<file path="config.mk">
export PLATFORM = sky130hd
export DESIGN_NAME = wht_ctrl
export DESIGN_NICKNAME = d
export VERILOG_FILES = /design/src/hdl/wht_pkg.sv /design/src/hdl/wht_ctrl.sv
export SDC_FILE = /design/constraint.sdc
export NUM_CORES = 1
export LEC_CHECK = 0
export BUFFER_PORTS_ARGS = -buffer_cell sky130_fd_sc_hd__buf_2
export CORE_ASPECT_RATIO = 0.6
export CORE_MARGIN = 2
export CORE_UTILIZATION = 35
export DETAILED_ROUTE_END_ITERATION = 10
export GPL_ROUTABILITY_DRIVEN = 0
export GPL_TIMING_DRIVEN = 0
export SYNTH_ARGS = -nofsm -noshare
export SYNTH_HDL_FRONTEND = slang
export SYNTH_SLANG_ARGS = --single-unit
</file>
<file path="constraint.sdc">
create_clock -name clk_i -period 5 [get_ports clk_i]
set_clock_uncertainty 0.15 [all_clocks]
set_input_delay 1 -clock clk_i [delete_from_list [all_inputs] [get_ports clk_i]]
set_output_delay 1 -clock clk_i [all_outputs]
set_load 0.1 [all_outputs]
</file>
<file path="src/hdl/wht_pkg.sv">
package wht_pkg;

  localparam int MAX_LOG_LENGTH_DEF = 10;

  localparam int OP_W  = 2;
  localparam int IDX_W = 10;
  localparam int VAL_W = 30;
  localparam int CFG_W = 4;

  localparam int S_TDATA_W = 48;
  localparam int M_TDATA_W = 32;

  localparam logic [CFG_W-1:0] LOG_LENGTH_RST = 4'd10;
  localparam logic [VAL_W-1:0] MODULUS        = 30'd998244353;

  // cycles between the last butterfly of a stage and the first of the next
  localparam int DRAIN_CYCLES = 3;

  typedef enum logic [OP_W-1:0] {
    OP_WRITE = 2'd0,
    OP_RUN   = 2'd1,
    OP_READ  = 2'd2
  } op_e;

  typedef enum logic {
    KIND_DONE = 1'b0,
    KIND_READ = 1'b1
  } kind_e;

  typedef enum logic [2:0] {
    ST_CLEAR,
    ST_IDLE,
    ST_READ,
    ST_RUN,
    ST_DRAIN,
    ST_DONE
  } state_e;

  typedef struct packed {
    logic clr_we;
    logic wr_item;
    logic rd_item;
    logic bfly_issue;
    logic run_start;
    logic out_done;
    logic out_read;
  } dp_cmd_t;

endpackage

</file>
<file path="src/hdl/wht_ctrl.sv">
module wht_ctrl
  import wht_pkg::*;
#(
  parameter int MAX_LOG_LENGTH = MAX_LOG_LENGTH_DEF,
  localparam int HW  = (MAX_LOG_LENGTH > 1) ? MAX_LOG_LENGTH - 1 : 1,
  localparam int LGW = $clog2(MAX_LOG_LENGTH + 1)
) (
  input  logic             clk_i,
  input  logic             rst_ni,
  input  logic             cfg_we_i,
  input  logic [CFG_W-1:0] cfg_wdata_i,
  input  logic             in_valid_i,
  input  logic [OP_W-1:0]  in_op_i,
  output logic             in_ready_o,
  input  logic             out_ready_i,
  output dp_cmd_t          cmd_o,
  output logic [HW-1:0]    clr_addr_o,
  output logic [HW-1:0]    bfly_j_o,
  output logic [LGW-1:0]   bfly_s_o
);

  localparam int DW = $clog2(DRAIN_CYCLES);

  state_e state_q, state_d;

  logic [CFG_W-1:0] log_length_q;
  logic [LGW-1:0]   lg_eff;
  logic [LGW-1:0]   lg_q, lg_d;
  logic [LGW-1:0]   s_q, s_d;
  logic [LGW-1:0]   s_last;
  logic [HW-1:0]    j_q, j_d;
  logic [HW-1:0]    j_last;
  logic [HW-1:0]    clr_addr_q, clr_addr_d;
  logic [DW-1:0]    drain_q, drain_d;
  logic             drain_last;
  logic             in_fire;
  op_e              op;

  assign op         = op_e'(in_op_i);
  assign in_fire    = in_valid_i && (state_q == ST_IDLE);
  assign s_last     = lg_q - LGW'(1);
  assign j_last     = HW'((32'd1 << s_last) - 32'd1);
  assign drain_last = (drain_q == DW'(DRAIN_CYCLES - 1));

  always_comb begin
    if (int'(log_length_q) > MAX_LOG_LENGTH) begin
      lg_eff = LGW'(MAX_LOG_LENGTH);
    end else begin
      lg_eff = LGW'(log_length_q);
    end
  end

  always_ff @(posedge clk_i or negedge rst_ni) begin
    if (!rst_ni) begin
      log_length_q <= LOG_LENGTH_RST;
    end else if (cfg_we_i) begin
      log_length_q <= cfg_wdata_i;
    end
  end

  // next state
  always_comb begin
    state_d = state_q;
    case (state_q)
      ST_CLEAR: begin
        if (clr_addr_q == '1) state_d = ST_IDLE;
      end
      ST_IDLE: begin
        if (in_fire) begin
          case (op)
            OP_RUN:  state_d = (lg_eff == '0) ? ST_DONE : ST_RUN;
            OP_READ: state_d = ST_READ;
            default: state_d = ST_IDLE;
          endcase
        end
      end
      ST_READ: begin
        if (out_ready_i) state_d = ST_IDLE;
      end
      ST_RUN: begin
        if (j_q == j_last) state_d = ST_DRAIN;
      end
      ST_DRAIN: begin
        if (drain_last) state_d = (s_q == s_last) ? ST_DONE : ST_RUN;
      end
      ST_DONE: begin
        if (out_ready_i) state_d = ST_IDLE;
      end
      default: state_d = ST_IDLE;
    endcase
  end

  // outputs
  always_comb begin
    cmd_o      = '0;
    in_ready_o = 1'b0;
    case (state_q)
      ST_CLEAR: cmd_o.clr_we = 1'b1;
      ST_IDLE: begin
        in_ready_o = 1'b1;
        if (in_fire) begin
          case (op)
            OP_WRITE: cmd_o.wr_item   = 1'b1;
            OP_RUN:   cmd_o.run_start = 1'b1;
            OP_READ:  cmd_o.rd_item   = 1'b1;
            default:  cmd_o           = '0;
          endcase
        end
      end
      ST_READ:  cmd_o.out_read   = out_ready_i;
      ST_RUN:   cmd_o.bfly_issue = 1'b1;
      ST_DONE:  cmd_o.out_done   = out_ready_i;
      default:  cmd_o            = '0;
    endcase
  end

  // counters
  always_comb begin
    clr_addr_d = clr_addr_q;
    lg_d       = lg_q;
    s_d        = s_q;
    j_d        = j_q;
    drain_d    = '0;
    case (state_q)
      ST_CLEAR: clr_addr_d = clr_addr_q + HW'(1);
      ST_IDLE: begin
        j_d = '0;
        s_d = '0;
        if (in_fire && (op == OP_RUN)) lg_d = lg_eff;
      end
      ST_RUN: begin
        j_d = (j_q == j_last) ? '0 : j_q + HW'(1);
      end
      ST_DRAIN: begin
        drain_d = drain_q + DW'(1);
        if (drain_last && (s_q != s_last)) s_d = s_q + LGW'(1);
      end
      default: drain_d = '0;
    endcase
  end

  always_ff @(posedge clk_i or negedge rst_ni) begin
    if (!rst_ni) begin
      state_q    <= ST_CLEAR;
      clr_addr_q <= '0;
      lg_q       <= '0;
      s_q        <= '0;
      j_q        <= '0;
      drain_q    <= '0;
    end else begin
      state_q    <= state_d;
      clr_addr_q <= clr_addr_d;
      lg_q       <= lg_d;
      s_q        <= s_d;
      j_q        <= j_d;
      drain_q    <= drain_d;
    end
  end

  assign clr_addr_o = clr_addr_q;
  assign bfly_j_o   = j_q;
  assign bfly_s_o   = s_q;

endmodule

</file>
Yosys cells after proc, flatten, opt, wreduce, memory -nomap -nowiden
Cells that the tools add are included.
Widths: inputs -> output; s select.
{ "totals": {"output_inout_bits": 30, "ram_bits": 0, "reg_bits": 35, "latch_bits": 0, "rom_bits": 0, "memories": 0} }
{ "classes": {"n_eq_ne": 18, "n_mul": 0, "n_bitwise": 0, "addsub": 6, "n_div": 0, "shift": 1, "reduce_logical": 12, "mux": 26, "magnitude_cmp": 1} }
{ "ops": {"columns": ["op", "count"], "rows": [
  ["$mux 3", 7],
  ["$add 9x1->9 const B", 2],
  ["$pmux 9 s2", 1],
  ["$pmux 3 s5", 1],
  ["$ne 2x2->1 const B", 5],
  ["$eq 9x9->1", 1],
  ["$eq 9x9->1 const B", 1],
  ["$mux 9", 1],
  ["$shl 1x4->9 const A", 1],
  ["$sub 9x1->9 const B", 1],
  ["$mux 4", 2],
  ["$pmux 1 s2", 4],
  ["$pmux 4 s2", 1],
  ["$eq 3x2->1 const B", 2],
  ["$eq 3x3->1 const B", 2],
  ["$mux 6", 1],
  ["$pmux 3 s2", 1],
  ["$mux 1", 5],
  ["$reduce_and 5->1", 1],
  ["$add 4x1->4 const B", 1],
  ["$eq 2x2->1 const B", 2],
  ["$eq 4x4->1", 1],
  ["$gt 4x4->1 const B", 1],
  ["$logic_not 4->1", 1],
  ["13 further kinds", 18]
]} }

Logic depth before layout (Yosys ltp)
Gate-level depths: netlist (run 1).
{ "depth": {"word_depth": 7, "mapped_depth": 15, "mapped_depth_nobuf": 13} }

Worst setup path after synthesis (run 1)
No wires, ideal clock.
{ "synth_timing": {"kind": "reg-to-output", "from": "register state_q[2]", "to": "output port cmd_o[2] in the netlist's numbering", "slack_ns": 0.447, "n_path_buf": 1, "stages_incl_launch_ff": 6, "t_arrival_ns": 3.403, "cell_sequence": "dfrtp_1 > clkbuf_1 > nand2b_1 > nor2_1 > nand3_1 > inv_1"} }
{ "synth_lines": {"columns": ["element", "line", "text"], "rows": [
  ["start, declared", "wht_ctrl.sv:24", "state_e state_q, state_d;"],
  ["start signal, assigned", "wht_ctrl.sv:151", "state_q <= state_d;"],
  ["end, declared", "wht_ctrl.sv:16", "output dp_cmd_t cmd_o,"]
]} }

Final worst setup path (run 1)
{ "layout_timing": {"from": "register lg_q[1]", "to": "register j_q[1] (netlist: bfly_j_o[1])"} }
{ "layout_between": {"elab_chain_cells": 6} }
{ "layout_lines": {"columns": ["element", "line", "text"], "rows": [
  ["start, declared", "wht_ctrl.sv:28", "logic [LGW-1:0] lg_q, lg_d;"],
  ["start signal, assigned", "wht_ctrl.sv:153", "lg_q <= lg_d;"],
  ["$sub 4x1->4", "wht_ctrl.sv:41", "assign s_last = lg_q - LGW'(1);"],
  ["$shl 1x4->9", "wht_ctrl.sv:42", "assign j_last = HW'((32'd1 << s_last) - 32'd1);"],
  ["$sub 9x1->9", "wht_ctrl.sv:42", null],
  ["$eq 9x9->1", "wht_ctrl.sv:132", "j_d = (j_q == j_last) ? '0 : j_q + HW'(1);"],
  ["$mux 9", "wht_ctrl.sv:132", null],
  ["$pmux 9 s2", "wht_ctrl.sv:124", "case (state_q)"],
  ["end signal, assigned", "wht_ctrl.sv:155", "j_q <= j_d;"],
  ["end, declared", "wht_ctrl.sv:31", "logic [HW-1:0] j_q, j_d;"]
]} }
Every way passes these cells.
A chain may end at the register's enable or synchronous reset.

==> results of run 1 <==
## area by class of cell
type / instances / area (um2)
buffer: 12 / 62.56
clock buffer: 5 / 125.1
clock inverter: 3 / 43.79
fill: 655 / 3804
inverter: 13 / 48.80
multi-input combinational: 195 / 1463
sequential: 35 / 878.3
tap: 87 / 108.9
timing repair buffer: 40 / 200.2
## per-stage QoR
| stage | instances | hold slack [ns] |
|---|---|---|
| after floorplan | 255 | 0.2532 |
| after global placement | 382 | 0.2692 |
| after detailed placement | 382 | 0.2712 |
| after CTS | 390 | 0.2789 |
| after global routing | 390 | 0.3179 |
| final | 390 | 0.2758 |
## sequential cells by signal (all words and copies together), names as in the netlist
name,flops
bfly_j_o,9
clr_addr_o,9
bfly_s_o,4
lg_q,4
log_length_q,4
state_q,3
drain_q,2
## layer usage
layer  vias up  track usage (%)  wire length, um  share of wire, %
met5         -                0                0                 0
met4         0            5.488               50              0.92
met3         6            3.934              232               4.3
met2        34            22.58             2130                39
met1       927            23.03             2994                55
li1        992                -                -                 -
## cell families after synthesis
| family | count (synthesis) | synth area share, % |
|---|---|---|
| xor+xnor | 32 | 12.91 |
| mux | 9 | 4.541 |
| buf+inv | 25 | 4.541 |
| simple gates | 96 | 20.56 |
| compound gates | 44 | 14.49 |
| flops | 35 | 35.82 |
| fa+ha+maj | 14 | 7.143 |
## power groups by stage
| stage | Clock (mW) | Sequential (mW) | Combinational, mW |
|---|---|---|---|
| 3_5_place_dp | 0 | 0.402 | 1.17 |
| 5_1_grt | 0.379 | 0.408 | 1.27 |
| 4_1_cts | 0.366 | 0.399 | 1.18 |
| 6_report | 0.359 | 0.398 | 1.18 |
| 3_3_place_gp | 0 | 0.400 | 1.15 |
| 2_1_floorplan | 0 | 0.566 | 0.795 |
## cells in the mapped netlist, drive strengths merged (2+ instances only)
| cell type | count |
|---|---|
| a21o | 2 |
| a21oi | 11 |
| and3 | 5 |
| buf | 4 |
| clkbuf | 8 |
| dfrtp | 33 |
| dfstp | 2 |
| ha | 14 |
| inv | 13 |
| mux2 | 7 |
| nand2 | 21 |
| nand2b | 7 |
| nand3 | 11 |
| nand3b | 2 |
| nand4 | 4 |
| nor2 | 24 |
| nor2b | 4 |
| nor3 | 7 |
| nor4 | 3 |
| o21a | 2 |
| o21ai | 12 |
| o2bb2ai | 2 |
| o41ai | 4 |
| or4 | 2 |
| xnor2 | 18 |
| xor2 | 12 |
## path summary, 6_finish.rpt
path                                                 to  slack [ns]  depth (start not counted)
worst max-delay path            bfly_j_o[1]$_DFFE_PN0P_        1.01                         12
worst min-delay path               drain_q[0]$_DFF_PN0_        0.28                          1
worst max register to register  bfly_j_o[1]$_DFFE_PN0P_        1.01                         12
worst min register to register     drain_q[0]$_DFF_PN0_        0.28                          1
max in group asynchronous       bfly_j_o[4]$_DFFE_PN0P_        3.52                          1
min in group asynchronous           lg_q[2]$_DFFE_PN0P_        0.65                          1
==> results.cfg, run 1 <==
[critical_path]
crit-reg2reg-launch = lg_q[1]$_DFFE_PN0P_
crit_buf_inv = 2
cp_common_cell = ha_1
cpMaxStageDelayCell = or4_4
crit_chain = inv_1, ha_1, buf_2, o41ai_4, nand2_1, ha_1, xor2_1, o41ai_1, a22o_1, nand4_1, or4_4, a32o_1
max_stage_delay_ns = 0.59
end_kind = register
start_kind = register
arrival_ns = 4.02
cpLargestDelayFamily = compound AO/OA/AOI/OAI gates
worstSetupPathType = register to register
critPathLaunch = lg_q[1]$_DFFE_PN0P_
path_max_fanout = 8
required_ns = 5.03

[logic_synthesis]
synth_top_area_share_pct = 33.67
synthesis.nets = 280
ys_async_sr_fraction_pct = 100.0
synthTopCellsByArea = dfrtp_1 34%, ha_1 7.1%, xnor2_1 6.4%, xor2_1 3.9%, nor2_1 3.7%
yosysWarningCount = 0
synth_top_area_cell = dfrtp_1
netlist_area_um2 = 2452
syn-instance-count = 255
synth_edf_count = 0
syn_avg_cell_area_um2 = 9.617
synthFlopType = dfrtp_1
ys_types = 56
yosys_register_bits = 35
seq_area_frac_synth_pct = 35.82

[placed_design]
dp_slack_ns = 1.044
port-buffer-count = 40
placed_area_um2 = 2761
hpwl_mm = 4.180

[cts]
post_cts_buffers = 0
clock-sinks = 35
cts_tree = built
hold_buffers = 0
insertion_delay_ns = 0.29
cts-root-buf = clkbuf_16
clk_pin_slew_ns = 0.06
htreeDepth = 2
ctsResizeCount = 0
cts_buffer_depth = 2
numCtsBuffers = 5

[timing]
max_freq_mhz = 250.6
tightestPinTransition_ns = 0.9401
period_share_pct = 79.80
rsz0062_at_grt = no
min_period_ns = 3.990
final_hold_viol_count = 0
slew_headroom_pct = 36.85
setup_tns_ns = 0
maxSlewViolCount = 0
finalSetupViolations = 0
setup_ws_ns = 1.010

[routing]
wirelength_mm = 5.407
ant_nets = 0
drc = 0
vias_per_cell = 5.023
firstDrtPassIters = 4
vias = 1959
initialDrtViolationCount = 58
wl_per_cell_um = 13.86

[die]
die_area_um2 = 7715
fp.dieH_um = 68.84
die_x_um = 112.1
core_um2 = 6734
start_util_pct = 36.42
rows = 23
pin_count = 41

[power_and_ir_drop]
p_comb_share_pct = 60.8
power_frac_clock_pct = 18.6
p_sw_share_pct = 50.67
power_density_nw_per_um2 = 659.9
p_int_mw = 0.9539
p_sw_mw = 0.9798
p_leak_nw = 1.355
power_mw = 1.934
ir_drop_v = 0.0004869
seqPwrFrac_pct = 20.6

[layout]
post-route-util_pct = 43.52
final_area_um2 = 2930
area_growth_pct = 19.49
layout_commonest_cell = buf_2
drive_gt1_share_pct = 23.43
layout.nets = 327
antenna_cells = 0
layout_common_cells = 42 x buf_2, 33 x dfrtp_1, 24 x nor2_1

[global_route]
first_global_vias = 1915
grt_pass1_wl_mm = 9.432
grt_max_degree = 36
overflow = 0
antenna_found_initial = 0
grt_usage_pct = 15.72

[flow_run]
maxCapViolations = 0

[hold_path]
hp-class = register to register
hp-start = drain_q[0]$_DFF_PN0_

[outcome]
outcome = complete, no violations
Power figures use the tool's default switching activity.
==> run 2: changes to the inputs <==
==> constraint.sdc (replaced) <==
create_clock -name clk_i -period 3.5 [get_ports clk_i]
set_clock_uncertainty 0.15 [all_clocks]
set_input_delay 0.7 -clock clk_i [delete_from_list [all_inputs] [get_ports clk_i]]
set_output_delay 0.7 -clock clk_i [all_outputs]
set_load 0.1 [all_outputs]
==> run 2 against run 1 <==
Register-to-register slack lost 0.85 ns. Hold slack got worse by 0.0049 ns. Count of clock-buffer cells in the layout unchanged. Fmax up 20%. Routed wire length is 5.0% higher. Global-route usage is 0.79 points lower. Non-clock buffer count rose by 9. Final cell count up 2.3%. Total power rose by 50%.
==> results.cfg, run 2 (synthesized netlist as in run 1, its figures left out) <==
[outcome]
outcome = complete, no violations

[die]
pin_count = 41
rows = 23
core_um2 = 6734
die_area_um2 = 7715
start_util_pct = 36.42
die_x_um = 112.1
fp.dieH_um = 68.84

[power_and_ir_drop]
p_leak_nw = 1.409
ir_drop_v = 0.0009308
power_density_nw_per_um2 = 947.3

[timing]
maxSlewViolCount = 0
finalSetupViolations = 0
setup_tns_ns = 0
slew_headroom_pct = 46.27
holdWs_ns = 0.2709
tightestPinTransition_ns = 0.8059
min_period_ns = 3.337
max_freq_mhz = 299.7
final_hold_viol_count = 0
period_share_pct = 95.34

[layout]
n_fill_cell = 661
layout_common_cells = 41 x buf_2, 32 x dfrtp_1, 23 x nor2_1
drive_gt1_share_pct = 28.21
layout_commonest_cell = buf_2
layout.nets = 336
antenna_cells = 0
multi_input_area_um2 = 1529
area_growth_pct = 25.10
regArea_um2 = 879.6

[critical_path]
arrival_ns = 3.35
required_ns = 3.51
end_kind = register
worstSetupPathType = register to register
path_max_fanout = 7
start_kind = register

[global_route]
grt_usage_pct = 14.93
antenna_found_initial = 0
first_global_vias = 1898
overflow = 0
grt_pass1_wl_mm = 9.211
grt_max_degree = 36

[routing]
ant_nets = 0
vias = 1998
drc = 0
wirelength_mm = 5.677
vias_per_cell = 5.008
initialDrtViolationCount = 66
wl_per_cell_um = 14.23
firstDrtPassIters = 4

[cts]
insertion_delay_ns = 0.28
clk_pin_slew_ns = 0.06
cts-root-buf = clkbuf_16
cts_tree = built
hold_buffers = 0
htreeDepth = 2
clock-sinks = 35
numCtsBuffers = 5
cts_buffer_depth = 2

[placed_design]
port-buffer-count = 40
hpwl_mm = 4.154

[hold_path]
hp-class = register to register

[flow_run]
maxCapViolations = 0
==> run 2: cell type report <==
| class | instances | share of cell area [%] |
|---|---|---|
| inverters | 13 | 1.591 |
| flip-flops and latches | 35 | 28.67 |
| clock buffers | 5 | 4.078 |
| well taps | 87 | 3.548 |
| repair buffers | 50 | 8.972 |
| multi-input cells | 195 | 49.84 |
| plain buffers | 11 | 1.876 |
| clock inverters | 3 | 1.427 |
==> run 2: worst paths after layout <==
path / startpoint / to / slack [ns] / cells past startpoint
min in group asynchronous: rst_ni / lg_q[2]$_DFFE_PN0P_ / 0.36 / 1
hold / removal: drain_q[0]$_DFF_PN0_ / drain_q[0]$_DFF_PN0_ / 0.27 / 1
hold reg to reg: drain_q[0]$_DFF_PN0_ / drain_q[0]$_DFF_PN0_ / 0.27 / 1
setup / recovery: lg_q[1]$_DFFE_PN0P_ / bfly_j_o[1]$_DFFE_PN0P_ / 0.16 / 11
setup reg to reg: lg_q[1]$_DFFE_PN0P_ / bfly_j_o[1]$_DFFE_PN0P_ / 0.16 / 11
max in group asynchronous: rst_ni / lg_q[1]$_DFFE_PN0P_ / 2.28 / 1
==> run 2: worst max-delay path, stage by stage, from the launching register on <==
cell	delay [ns]
dfrtp_2	0.40
buf_4	0.17
o21a_4	0.25
o41ai_4	0.46
nand2_1	0.16
ha_4	0.22
xor2_4	0.16
o41ai_2	0.21
a22o_1	0.18
nand4_1	0.10
or4_4	0.48
a32o_1	0.28
==> run 2: layer usage <==
layer	vias to the layer above	part of all wire [%]	global-route usage, %
li1	1001	-	-
met1	958	56	22.13
met2	37	40	22.80
met3	2	3.2	3.584
met4	0	0.18	1.982
met5	-	0	0
==> run 2: stage by stage <==
| step | utilization [%] | worst slack (ns) | std cells | power (mW) | cell area, um2 |
|---|---|---|---|---|---|
| floorplan | - | 0.04485 | 255 | 1.960 | 2469 |
| global placement | 41.25 | -0.1632 | 382 | 2.232 | 2778 |
| detailed placement | 41.25 | -0.2094 | 382 | 2.260 | 2778 |
| CTS | 44.61 | 0.0008504 | 397 | 2.810 | 3004 |
| global route | 45.56 | -0.0004297 | 399 | 3.076 | 3068 |
| finish | 45.56 | 0.1630 | 399 | 2.906 | 3068 |
==> run 2: what timing repair did <==
action,CTS,global route
resized for setup,1,6
endpoints found under the setup margin,12,12
buffers inserted,8,2
pin swaps,8,7
hold endpoints to repair,0,0
==> run 2: where the power goes <==
group / switching (mW) / total, mW / internal [mW]
Combinational: 1.21 / 1.84 / 0.634
Sequential: 0.0678 / 0.551 / 0.484
Clock: 0.176 / 0.512 / 0.336
Total: 1.45 / 2.91 / 1.45
==> run 3: changes to the inputs <==
--- a/config.mk
+++ b/config.mk
@@ -5,6 +5,7 @@
 export SDC_FILE = /design/constraint.sdc
 export NUM_CORES = 1
 export LEC_CHECK = 0
+export ABC_AREA = 1
 export BUFFER_PORTS_ARGS = -buffer_cell sky130_fd_sc_hd__buf_2
 export CORE_ASPECT_RATIO = 0.6
 export CORE_MARGIN = 2
==> run 3 against run 2 <==
Critical path depth decreased by 5. Clock power decreased by 18%. Flip-flop and latch count unchanged. Routed wire length increased by 1.2%. Highest routed layer unchanged. Synthesized cell count increased by 31%. Critical endpoint is now cmd_o[2]. Synthesized area decreased by 2.7%. First-iteration DRC count increased by 80%.
==> results.cfg, run 3 <==
[global_route]
first_global_vias = 2020
grt_usage_pct = 16.28
overflow = 0
antenna_found_initial = 0
grt_pass1_wl_mm = 9.832
grt_max_degree = 36

[timing]
tightestPinTransition_ns = 0.8064
maxSlewViolCount = 0
min_period_ns = 3.300
setup_tns_ns = 0
max_freq_mhz = 303.0
final_hold_viol_count = 0
finalSetupViolations = 0
slew_headroom_pct = 46.24
rsz0062_at_grt = no
period_share_pct = 94.29

[logic_synthesis]
ys_types = 25
synth_top_area_share_pct = 34.59
syn-instance-count = 333
seq_area_frac_synth_pct = 36.79
yosys-top-cells-count = 87 x nand2_1, 51 x inv_1, 33 x dfrtp_1
ys_async_sr_fraction_pct = 100.0
synthTopCellsByArea = dfrtp_1 35%, nand2_1 14%, inv_1 8.0%, ha_1 7.3%, nand3_1 6.7%
synthesis.nets = 358
yosysWarningCount = 0
netlist_area_um2 = 2387
synthFlopType = dfrtp_1
synth_top_area_cell = dfrtp_1
syn_avg_cell_area_um2 = 7.169
synth_edf_count = 0
yosys_register_bits = 35
yosysMostFrequentCell = nand2_1

[layout]
drive_gt1_share_pct = 18.11
fin_cells = 468
antenna_cells = 0
multi_input_area_um2 = 1309
area_growth_pct = 19.44
layout_common_cells = 87 x nand2_1, 51 x inv_1, 40 x buf_2
final_area_um2 = 2851
layout.nets = 405
regArea_um2 = 878.3
n_fill_cell = 683
layout_commonest_cell = nand2_1

[critical_path]
path_max_fanout = 9
end_kind = output port
required_ns = 2.65
r2r_slack_ns = 0.29
start_kind = register
worstSetupPathType = register to output port
arrival_ns = 2.45
rr_worst_depth = 21
r2r_end = state_q[1]$_DFFE_PN0P_
crit-reg2reg-launch = lg_q[0]$_DFFE_PN0P_

[routing]
firstDrtPassIters = 6
initialDrtViolationCount = 119
wl_per_cell_um = 12.28
route.met2.wl_mm = 2.162
dr_wl_met3_um = 325
vias = 2209
wirelength_mm = 5.747
ant_nets = 0
wl_met1_mm = 3.248
vias_per_cell = 4.720
drc = 0
highest_layer = met4

[die]
die_x_um = 110.6
rows = 23
core_um2 = 6648
start_util_pct = 35.91
die_area_um2 = 7519
pin_count = 41
fp.dieH_um = 67.98

[hold_path]
min_to = drain_q[0]$_DFF_PN0_
hold_depth = 1
hp-start = drain_q[0]$_DFF_PN0_
hp-class = register to register

[power_and_ir_drop]
p_sw_share_pct = 20.84
power_density_nw_per_um2 = 302.2
p_sw_mw = 0.1795
p_comb_share_pct = 3.3
p_int_mw = 0.6820
power_frac_clock_pct = 48.7
power_mw = 0.8616
p_leak_nw = 1.503
seqPwrFrac_pct = 48.0
ir_drop_v = 0.0001706

[cts]
clock-sinks = 35
htreeDepth = 2
numCtsBuffers = 5
clk_pin_slew_ns = 0.05
cts_tree = built
cts_buffer_depth = 2
hold_buffers = 0
insertion_delay_ns = 0.27
cts-root-buf = clkbuf_16

[flow_run]
maxCapViolations = 0

[placed_design]
placed_area_um2 = 2706
port-buffer-count = 40
dp_cells = 460
hpwl_mm = 4.590

[outcome]
outcome = complete, no violations
## run 3: cell count changes in the layout (fill, tap and decap cells not counted), moves of 10 or more
| cell | change |
|---|---|
| buf_4 | -10 |
| inv_1 | +38 |
| nand2_1 | +68 |
| nand3_1 | +21 |
| o21ai_0 | +11 |
| xnor2_1 | -15 |
## run 3: power groups by stage
stage	registers, mW	clock network [mW]	logic (mW)
2_1_floorplan	0.419	0	0.0110
3_3_place_gp	0.420	0	0.0288
3_5_place_dp	0.420	0	0.0297
4_1_cts	0.413	0.427	0.0298
5_1_grt	0.414	0.456	0.0340
6_report	0.413	0.420	0.0285
## run 3: cell type report
cell class              instances  area share (%)
plain buffers                   2          0.7898
clock inverters                 1          0.1755
repair buffers                 40           7.021
flip-flops and latches         35           30.80
multi-input cells             244           45.90
clock buffers                   7           4.651
inverters                      52           6.845
well taps                      87           3.817
## run 3: per-layer routing
metal	up-vias	global-route usage [%]
met2	46	23.31
met3	2	3.809
met5	-	0
li1	1156	-
met1	1005	25.18
met4	0	2.031
## run 3: worst max path at each step
stage | startpoint | end | slack, ns | cells past startpoint
floorplan | state_q[2]$_DFFE_PN0P_ | cmd_o[2] | 0.17 | 5
global placement | lg_q[0]$_DFFE_PN0P_ | state_q[1]$_DFFE_PN0P_ | 0.31 | 21
detailed placement | lg_q[0]$_DFFE_PN0P_ | state_q[1]$_DFFE_PN0P_ | 0.29 | 21
CTS | state_q[2]$_DFFE_PN0P_ | cmd_o[2] | 0.20 | 6
finish | state_q[2]$_DFFE_PN0P_ | cmd_o[2] | 0.20 | 6
global route | state_q[0]$_DFFE_PN0P_ | cmd_o[2] | 0.03 | 7
## run 3: cell families (layout without fill, tap and decap cells)
group,Yosys count,count (layout),synth area share (%)
AOI/OAI and AO/OA,36,36,7.967
xor gates and xnor gates,17,17,6.237
adders and majority gates,14,14,7.338
buffers and inverters,54,102,9.119
DFF,35,35,36.79
and+or+nand+nor,177,177,32.55
## run 3: what timing repair did
item / CTS / global route
setup buffers: 0 / 0
endpoints found under the setup margin: 0 / 1
resized for setup: 0 / 2
## run 3: critical path, stage by stage, from the launching register on
cell and delay, ns:
dfrtp_1 0.44, nor2_2 0.40, inv_1 0.26, nor2_4 0.20, nand2_1 0.14, nor2_2 0.26, buf_2 0.49
## run 3: through the flow
stage | hold WS [ns] | setup WS, ns | util [%]
after CTS | 0.2796 | 0.2039 | 42.78
after detailed placement | 0.2725 | 0.2926 | 40.71
after global routing | 0.2901 | 0.03405 | 42.89
final | 0.2762 | 0.1998 | 42.89
after global placement | 0.2690 | 0.3057 | 40.71
after floorplan | 0.2532 | 0.1679 | -
